$ cat src/design/mpsd_pkg.sv
// ----------------------------------------------------------------------------
// mpsd_pkg
// Shared types, instruction ids and opcode/funct tables for the primary and
// SPECIAL instruction decoder.
// ----------------------------------------------------------------------------
`default_nettype none

package mpsd_pkg;

    localparam int WORD_W = 32;
    localparam int ID_W   = 7;
    localparam int FLD_W  = 6;
    localparam int REG_W  = 5;

    localparam logic [ID_W-1:0] ID_INVALID = 7'd0;
    localparam logic [ID_W-1:0] ID_BEQ     = 7'd3;
    localparam logic [ID_W-1:0] ID_BNE     = 7'd4;
    localparam logic [ID_W-1:0] ID_JALR    = 7'd61;
    localparam logic [ID_W-1:0] ID_SUBU    = 7'd85;
    localparam logic [ID_W-1:0] ID_OR      = 7'd87;
    localparam logic [ID_W-1:0] ID_NOR     = 7'd89;
    localparam logic [ID_W-1:0] ID_B       = 7'd108;
    localparam logic [ID_W-1:0] ID_BEQZ    = 7'd109;
    localparam logic [ID_W-1:0] ID_BNEZ    = 7'd110;
    localparam logic [ID_W-1:0] ID_NOP     = 7'd111;
    localparam logic [ID_W-1:0] ID_MOVE    = 7'd112;
    localparam logic [ID_W-1:0] ID_NOT     = 7'd113;
    localparam logic [ID_W-1:0] ID_NEGU    = 7'd114;
    localparam logic [ID_W-1:0] ID_MAX     = ID_NEGU;

    localparam logic [FLD_W-1:0] OPC_SPECIAL = 6'd0;
    localparam logic [REG_W-1:0] REG_ZERO    = 5'd0;
    localparam logic [REG_W-1:0] REG_RA      = 5'd31;

    typedef struct packed {
        logic [ID_W-1:0] instr_id;
        logic            is_valid;
        logic            alt_form;
    } dec_result_t;

    function automatic logic [ID_W-1:0] primary_id(input logic [FLD_W-1:0] opc);
        logic [ID_W-1:0] id;
        case (opc)
            6'd2:  id = 7'd1;
            6'd3:  id = 7'd2;
            6'd4:  id = 7'd3;
            6'd5:  id = 7'd4;
            6'd6:  id = 7'd5;
            6'd7:  id = 7'd6;
            6'd8:  id = 7'd7;
            6'd9:  id = 7'd8;
            6'd10: id = 7'd9;
            6'd11: id = 7'd10;
            6'd12: id = 7'd11;
            6'd13: id = 7'd12;
            6'd14: id = 7'd13;
            6'd15: id = 7'd14;
            6'd20: id = 7'd15;
            6'd21: id = 7'd16;
            6'd22: id = 7'd17;
            6'd23: id = 7'd18;
            6'd24: id = 7'd19;
            6'd25: id = 7'd20;
            6'd26: id = 7'd21;
            6'd27: id = 7'd22;
            6'd32: id = 7'd23;
            6'd33: id = 7'd24;
            6'd34: id = 7'd25;
            6'd35: id = 7'd26;
            6'd36: id = 7'd27;
            6'd37: id = 7'd28;
            6'd38: id = 7'd29;
            6'd39: id = 7'd30;
            6'd40: id = 7'd31;
            6'd41: id = 7'd32;
            6'd42: id = 7'd33;
            6'd43: id = 7'd34;
            6'd44: id = 7'd35;
            6'd45: id = 7'd36;
            6'd46: id = 7'd37;
            6'd47: id = 7'd38;
            6'd48: id = 7'd39;
            6'd49: id = 7'd40;
            6'd50: id = 7'd41;
            6'd51: id = 7'd42;
            6'd52: id = 7'd43;
            6'd53: id = 7'd44;
            6'd54: id = 7'd45;
            6'd55: id = 7'd46;
            6'd56: id = 7'd47;
            6'd57: id = 7'd48;
            6'd58: id = 7'd49;
            6'd60: id = 7'd50;
            6'd61: id = 7'd51;
            6'd62: id = 7'd52;
            6'd63: id = 7'd53;
            default: id = ID_INVALID;
        endcase
        return id;
    endfunction

    function automatic logic [ID_W-1:0] special_id(input logic [FLD_W-1:0] fn);
        logic [ID_W-1:0] id;
        case (fn)
            6'd0:  id = 7'd54;
            6'd2:  id = 7'd55;
            6'd3:  id = 7'd56;
            6'd4:  id = 7'd57;
            6'd6:  id = 7'd58;
            6'd7:  id = 7'd59;
            6'd8:  id = 7'd60;
            6'd9:  id = 7'd61;
            6'd10: id = 7'd62;
            6'd11: id = 7'd63;
            6'd12: id = 7'd64;
            6'd13: id = 7'd65;
            6'd15: id = 7'd66;
            6'd16: id = 7'd67;
            6'd17: id = 7'd68;
            6'd18: id = 7'd69;
            6'd19: id = 7'd70;
            6'd20: id = 7'd71;
            6'd22: id = 7'd72;
            6'd23: id = 7'd73;
            6'd24: id = 7'd74;
            6'd25: id = 7'd75;
            6'd26: id = 7'd76;
            6'd27: id = 7'd77;
            6'd28: id = 7'd78;
            6'd29: id = 7'd79;
            6'd30: id = 7'd80;
            6'd31: id = 7'd81;
            6'd32: id = 7'd82;
            6'd33: id = 7'd83;
            6'd34: id = 7'd84;
            6'd35: id = 7'd85;
            6'd36: id = 7'd86;
            6'd37: id = 7'd87;
            6'd38: id = 7'd88;
            6'd39: id = 7'd89;
            6'd42: id = 7'd90;
            6'd43: id = 7'd91;
            6'd44: id = 7'd92;
            6'd45: id = 7'd93;
            6'd46: id = 7'd94;
            6'd47: id = 7'd95;
            6'd48: id = 7'd96;
            6'd49: id = 7'd97;
            6'd50: id = 7'd98;
            6'd51: id = 7'd99;
            6'd52: id = 7'd100;
            6'd54: id = 7'd101;
            6'd56: id = 7'd102;
            6'd58: id = 7'd103;
            6'd59: id = 7'd104;
            6'd60: id = 7'd105;
            6'd62: id = 7'd106;
            6'd63: id = 7'd107;
            default: id = ID_INVALID;
        endcase
        return id;
    endfunction

endpackage

`default_nettype wire

$ cat src/design/mpsd_decode.sv
// ----------------------------------------------------------------------------
// mpsd_decode
// Combinational decode of one instruction word: table lookup on opcode or
// funct, pseudo-form rewrites and the jalr alternate-link flag.
// ----------------------------------------------------------------------------
`default_nettype none

module mpsd_decode (
    input  wire logic [mpsd_pkg::WORD_W-1:0] instr_word,
    output mpsd_pkg::dec_result_t             result
);

    logic [mpsd_pkg::FLD_W-1:0] opc;
    logic [mpsd_pkg::FLD_W-1:0] fn;
    logic [mpsd_pkg::REG_W-1:0] rs;
    logic [mpsd_pkg::REG_W-1:0] rt;
    logic [mpsd_pkg::REG_W-1:0] rd;
    logic [mpsd_pkg::ID_W-1:0]  pri_id;
    logic [mpsd_pkg::ID_W-1:0]  spc_id;
    logic [mpsd_pkg::ID_W-1:0]  id;

    assign opc = instr_word[31:26];
    assign rs  = instr_word[25:21];
    assign rt  = instr_word[20:16];
    assign rd  = instr_word[15:11];
    assign fn  = instr_word[5:0];

    assign pri_id = mpsd_pkg::primary_id(opc);
    assign spc_id = mpsd_pkg::special_id(fn);

    always_comb begin
        if (opc == mpsd_pkg::OPC_SPECIAL) begin
            id = spc_id;
            if (instr_word == '0) begin
                id = mpsd_pkg::ID_NOP;
            end else if (rt == mpsd_pkg::REG_ZERO) begin
                if (spc_id == mpsd_pkg::ID_OR) begin
                    id = mpsd_pkg::ID_MOVE;
                end else if (spc_id == mpsd_pkg::ID_NOR) begin
                    id = mpsd_pkg::ID_NOT;
                end
            end else if (spc_id == mpsd_pkg::ID_SUBU && rs == mpsd_pkg::REG_ZERO) begin
                id = mpsd_pkg::ID_NEGU;
            end
        end else begin
            id = pri_id;
            if (rt == mpsd_pkg::REG_ZERO) begin
                if (pri_id == mpsd_pkg::ID_BEQ) begin
                    id = (rs == mpsd_pkg::REG_ZERO) ? mpsd_pkg::ID_B : mpsd_pkg::ID_BEQZ;
                end else if (pri_id == mpsd_pkg::ID_BNE) begin
                    id = mpsd_pkg::ID_BNEZ;
                end
            end
        end
    end

    assign result.instr_id = id;
    assign result.is_valid = (id != mpsd_pkg::ID_INVALID);
    assign result.alt_form = (id == mpsd_pkg::ID_JALR) && (rd != mpsd_pkg::REG_RA);

endmodule

`default_nettype wire

$ cat src/design/mips_primary_and_special_decode_core.sv
// ----------------------------------------------------------------------------
// mips_primary_and_special_decode_core
// Primary/SPECIAL MIPS instruction decoder with valid/ready channels.
// ----------------------------------------------------------------------------
// Usage:
//   s_* channel carries one 32-bit instruction word per item; m_* channel
//   returns one result per item: dense id, valid flag and jalr alt-link flag.
//   Two register stages: word register, then result register. m_valid rises
//   once an accepted item has moved from the word register into the result
//   register. Throughput is one item per cycle while m_ready stays high,
//   set by the combinational table decode between the two registers.
//   Receiver stall: the result register holds; the word register still
//   takes a new item if it is empty or moves into a free result slot, so up
//   to two items are held while m_ready is low, then s_ready drops.
//   Reset (aresetn low, synchronous) empties both stages; no item is lost
//   or emitted out of reset. No configuration, no internal state beyond
//   the two pipeline stages.
// ----------------------------------------------------------------------------
`default_nettype none

module mips_primary_and_special_decode_core (
    input  wire logic                          aclk,
    input  wire logic                          aresetn,
    input  wire logic                          s_valid,
    output logic                               s_ready,
    input  wire logic [mpsd_pkg::WORD_W-1:0]   s_instr_word,
    output logic                               m_valid,
    input  wire logic                          m_ready,
    output logic [mpsd_pkg::ID_W-1:0]          m_instr_id,
    output logic                               m_is_valid,
    output logic                               m_alt_form
);

    logic                        word_vld_reg;
    logic                        word_vld_next;
    logic [mpsd_pkg::WORD_W-1:0] word_reg;
    logic                        res_vld_reg;
    logic                        res_vld_next;
    mpsd_pkg::dec_result_t       res_reg;
    mpsd_pkg::dec_result_t       dec_res;
    logic                        res_load;
    logic                        word_load;

    mpsd_decode u_decode (
        .instr_word (word_reg),
        .result     (dec_res)
    );

    assign res_load  = word_vld_reg && (!res_vld_reg || m_ready);
    assign s_ready   = !word_vld_reg || res_load;
    assign word_load = s_valid && s_ready;

    always_comb begin
        word_vld_next = word_vld_reg;
        if (word_load) begin
            word_vld_next = 1'b1;
        end else if (res_load) begin
            word_vld_next = 1'b0;
        end
        res_vld_next = res_vld_reg;
        if (res_load) begin
            res_vld_next = 1'b1;
        end else if (m_ready) begin
            res_vld_next = 1'b0;
        end
    end

    always_ff @(posedge aclk) begin
        if (!aresetn) begin
            word_vld_reg <= 1'b0;
            res_vld_reg  <= 1'b0;
        end else begin
            word_vld_reg <= word_vld_next;
            res_vld_reg  <= res_vld_next;
        end
    end

    always_ff @(posedge aclk) begin
        if (word_load) begin
            word_reg <= s_instr_word;
        end
        if (res_load) begin
            res_reg <= dec_res;
        end
    end

    assign m_valid    = res_vld_reg;
    assign m_instr_id = res_reg.instr_id;
    assign m_is_valid = res_reg.is_valid;
    assign m_alt_form = res_reg.alt_form;

    a_valid_flag: assert property (@(posedge aclk) disable iff (!aresetn)
        m_valid |-> (m_is_valid == (m_instr_id != mpsd_pkg::ID_INVALID)))
        else $error("is_valid disagrees with instr_id");

    a_alt_jalr: assert property (@(posedge aclk) disable iff (!aresetn)
        (m_valid && m_alt_form) |-> (m_instr_id == mpsd_pkg::ID_JALR))
        else $error("alt_form set on non-jalr item");

    a_id_range: assert property (@(posedge aclk) disable iff (!aresetn)
        m_valid |-> (m_instr_id <= mpsd_pkg::ID_MAX))
        else $error("instr_id out of range");

    a_word_hold: assert property (@(posedge aclk) disable iff (!aresetn)
        (word_vld_reg && !res_load) |=> (word_vld_reg && $stable(word_reg)))
        else $error("stalled word register changed");

    a_no_drop: assert property (@(posedge aclk) disable iff (!aresetn)
        (res_vld_reg && !m_ready) |-> !res_load)
        else $error("result overwritten while stalled");

endmodule

`default_nettype wire

$ cat config.mk
export PLATFORM = sky130hd
export DESIGN_NAME = mips_primary_and_special_decode_core
export DESIGN_NICKNAME = d
export VERILOG_FILES = /design/src/design/mpsd_pkg.sv /design/src/design/mpsd_decode.sv /design/src/design/mips_primary_and_special_decode_core.sv
export SDC_FILE = /design/constraint.sdc
export NUM_CORES = 1
export LEC_CHECK = 0
export BUFFER_PORTS_ARGS = -buffer_cell sky130_fd_sc_hd__buf_4
export CORE_MARGIN = 2
export CORE_UTILIZATION = 45
export DETAILED_ROUTE_END_ITERATION = 8
export PLACE_DENSITY = 0.67
export SLEW_MARGIN = 30
export SYNTH_ARGS = -nofsm -noshare
export SYNTH_HDL_FRONTEND = slang
export SYNTH_SLANG_ARGS = --single-unit
$ cat constraint.sdc
create_clock -name aclk -period 8.2 [get_ports aclk]
set_input_delay 0.41 -clock aclk [delete_from_list [all_inputs] [get_ports aclk]]
set_output_delay 0.41 -clock aclk [all_outputs]
set_load 0.05 [all_outputs]
==> impl_metrics.py <==
metrics = {
    "worst_setup_path": {
        "path_class": "reg -> reg",
        "reg2reg_depth": 10,
        "worst_setup_path_start_kind": "flop",
        "worstPathRequired_ns": 8.41,
        "worstReg2RegEnd": "u_decode.pri_id[2]",
        "regToRegSetupSlack_ns": 5.38,
        "worstSetupStartpoint": "word_vld_reg",
        "cp-end-kind": "flop",
        "critical_path_arrival_ns": 3.03,
        "cp_cell_sequence": "and3b_4 > inv_8 > nand2_8 > inv_12 > mux2i_1 > ha_1 > inv_1 > ha_1 > mux4_2 > mux2_4",
        "slowest_stage": "mux4_2",
        "r2r_start": "word_vld_reg",
        "slowest_delay_ns": 0.44,
        "path_max_fanout": 48,
        "crit_path_frequent_cell": "ha_1",
    },
    "sta": {
        "fin_tns_setup_ns": 0,
        "post-route-period-util": 0.343,
        "max_freq_ghz": 0.355,
        "setup_viol": 0,
        "relSlewSlack": 0.511,
        "clock_skew_ns": 0.00599,
        "min_period_ns": 2.82,
        "rsz0062_at_grt": "false",
        "tightest_slew_ns": 0.714,
        "slew_violations": 0,
        "hold_viol_final": 0,
    },
    "pwr": {
        "peakVddDrop_mv": 0.0921,
        "p_leak_uw": 0.00152,
        "p_total_uw": 663,
        "powerDensity_nw_per_um2": 169,
    },
    "floorplan": {
        "ioPinCount": 47,
        "initial_core_util": 0.468,
        "dieArea_um2": 8340,
        "die_w_um": 91.3,
        "row_count": 31,
        "coreArea_um2": 7330,
        "die-height_um": 91.3,
    },
    "final_layout": {
        "syn_to_final_growth_pct": 14.3,
        "largest_reg_flops": 32,
        "final_cell_count_no_fill": 459,
        "nets": 414,
        "antenna_cells": 0,
        "drive_gt1_frac": 0.197,
    },
    "clocking": {
        "cts_setup_buffers": 0,
        "cts_htree_levels": 2,
        "cts.clk_slew.worst_paths_ns": 0.10,
        "clock_latency_ns": 0.31,
        "numCtsBuffers": 5,
        "cts_hold_buffers": 0,
        "cts_max_path_buffers": 2,
        "cts_tree": "done",
        "ctsResizeCount": 0,
        "clock-sinks": 56,
        "cts_root_buf": "clkbuf_8",
    },
    "drt": {
        "wirelength_um": 7010,
        "wl_per_cell_um": 15.3,
        "via_per_inst": 5.77,
        "drc": 0,
        "first_iter_violations": 140,
        "drt_pass1_iterations": 4,
        "num_vias": 2648,
        "ant_nets": 0,
    },
    "synthesis": {
        "synth_ff_type": "edfxtp_1",
        "yosys_warnings": 0,
        "synth_cell_type_count": 73,
        "synth_edf_count": 41,
        "syn_area_um2": 3430,
        "ys_seq_elements": 56,
        "yosysSeqAreaShare": 0.446,
        "netlist_instances": 320,
        "synth.avg_cell_area_um2": 10.7,
        "async_flop_share": 0,
        "synth_fp_nets": 375,
    },
    "hold_path": {
        "min_delay_path_depth": 1,
        "worstHoldStart": "s_instr_word[8]",
        "hold_end": "word_reg[8]",
        "holdCritPathClass": "in -> reg",
    },
    "place": {
        "placed_cells": 451,
        "dp_hpwl_um": 5320,
        "place_congestion": 0.847,
        "port-buffer-count": 46,
    },
    "flow_run": {
        "cap_violations": 0,
    },
    "global_route": {
        "grt.overflow.total": 0,
        "grt_pass1_wl_um": 11500,
        "track_usage": 0.171,
        "grt_max_degree": 49,
        "grt_pass1_vias": 2415,
        "antenna_found_initial": 0,
    },
    "outcome": {
        "status": "completed",
    },
}
cell families (layout without fill, tap and decap cells):
logic type	Yosys count	count (layout)	synth area share
and+or+nand+nor	95	95	0.152
AOI/OAI and AO/OA	90	90	0.190
DFF	56	56	0.446
buffers and inverters	34	74	0.0489
muxes	23	23	0.0860
adders and majority gates	19	19	0.0693
xor gates and xnor gates	3	3	0.00766
worst max path at each step:
stage | slack, ns | to | depth (start not counted)
finish | 5.38 | u_decode.pri_id[2] | 10
global route | 5.15 | u_decode.spc_id[3] | 11
CTS | 5.37 | u_decode.pri_id[2] | 10
detailed placement | 5.19 | u_decode.pri_id[2] | 11
global placement | 5.26 | u_decode.pri_id[2] | 11
floorplan | 5.10 | u_decode.pri_id[2] | 11
cells in the mapped netlist, drive strengths merged (5+ instances only):
cell type | count | area share
a21oi | 10 | 0.015
nor2 | 23 | 0.025
mux2i | 19 | 0.067
clkbuf | 6 | 0.0069
nand2 | 20 | 0.027
dfxtp | 15 | 0.087
ha | 19 | 0.069
nand3 | 13 | 0.019
o21ai | 19 | 0.028
nor4 | 6 | 0.015
nor3 | 7 | 0.010
o211ai | 9 | 0.020
inv | 20 | 0.028
nand4 | 5 | 0.0091
edfxtp | 41 | 0.36
buf | 8 | 0.014
metrics by stage:
| stage | util | hold WS [ns] | instance area [um2] | worst slack [ns] |
|---|---|---|---|---|
| 2_1_floorplan | - | 0.456 | 3430 | 5.10 |
| 3_3_place_gp | 0.522 | 0.466 | 3830 | 5.26 |
| 3_5_place_dp | 0.522 | 0.492 | 3830 | 5.19 |
| 4_1_cts | 0.535 | 0.261 | 3920 | 5.37 |
| 5_1_grt | 0.535 | 0.249 | 3920 | 5.15 |
| 6_report | 0.535 | 0.264 | 3920 | 5.38 |
cell type report:
type	instances	area [um2]
Clock buffer	5	68.8
Multi-Input combinational cell	230	1730
Sequential cell	56	1530
Inverter	20	95.1
Clock inverter	3	25.0
Fill cell	654	3410
Tap cell	99	124
Timing Repair Buffer	46	345
report_power, final:
| part | leakage (uW) | switching, uW | internal [uW] |
|---|---|---|---|
| combinational | 0.000957 | 91.7 | 66.7 |
| clock | 0.0000466 | 90.8 | 62.5 |
| sequential | 0.000520 | 20.6 | 331 |
cells in the final DEF, fill, tap and decap left out, types with 3 or more instances in the layout:
cell type / netlist / layout
ha_1: 19 / 19
o311ai_0: 4 / 4
a311oi_1: 3 / 3
nor2_1: 23 / 23
a211oi_1: 4 / 4
and3_1: 3 / 3
nor3_1: 7 / 7
nor4_1: 5 / 5
o21ai_0: 18 / 18
edfxtp_1: 41 / 41
nand2_1: 19 / 19
o31ai_1: 4 / 4
nand3_1: 13 / 13
mux2i_4: 3 / 3
a31oi_1: 3 / 3
clkbuf_8: 0 / 5
a21oi_1: 10 / 10
inv_1: 16 / 16
o21a_1: 3 / 3
o22a_1: 4 / 4
mux2i_1: 15 / 15
o211ai_1: 9 / 9
buf_4: 1 / 46
dfxtp_1: 15 / 15
nand4_1: 5 / 5
and2_1: 3 / 3
worst max-delay path: cells and delay by family (launching register included):
| kind | cells | cell delay, ns |
|---|---|---|
| muxes | 3 | 1.11 |
| adders and majority gates | 2 | 0.53 |
| buffers and inverters | 3 | 0.41 |
| DFF | 1 | 0.33 |
| and+or+nand+nor | 2 | 0.31 |
layer usage:
layer | vias up | GRT usage | routed length [um]
met5 | - | 0 | 0
met4 | 0 | 0.0543 | 93
met3 | 11 | 0.0315 | 414
met2 | 102 | 0.275 | 3210
met1 | 1219 | 0.235 | 3280
li1 | 1316 | - | -
Note: power is estimated with default switching activity, not from simulation.
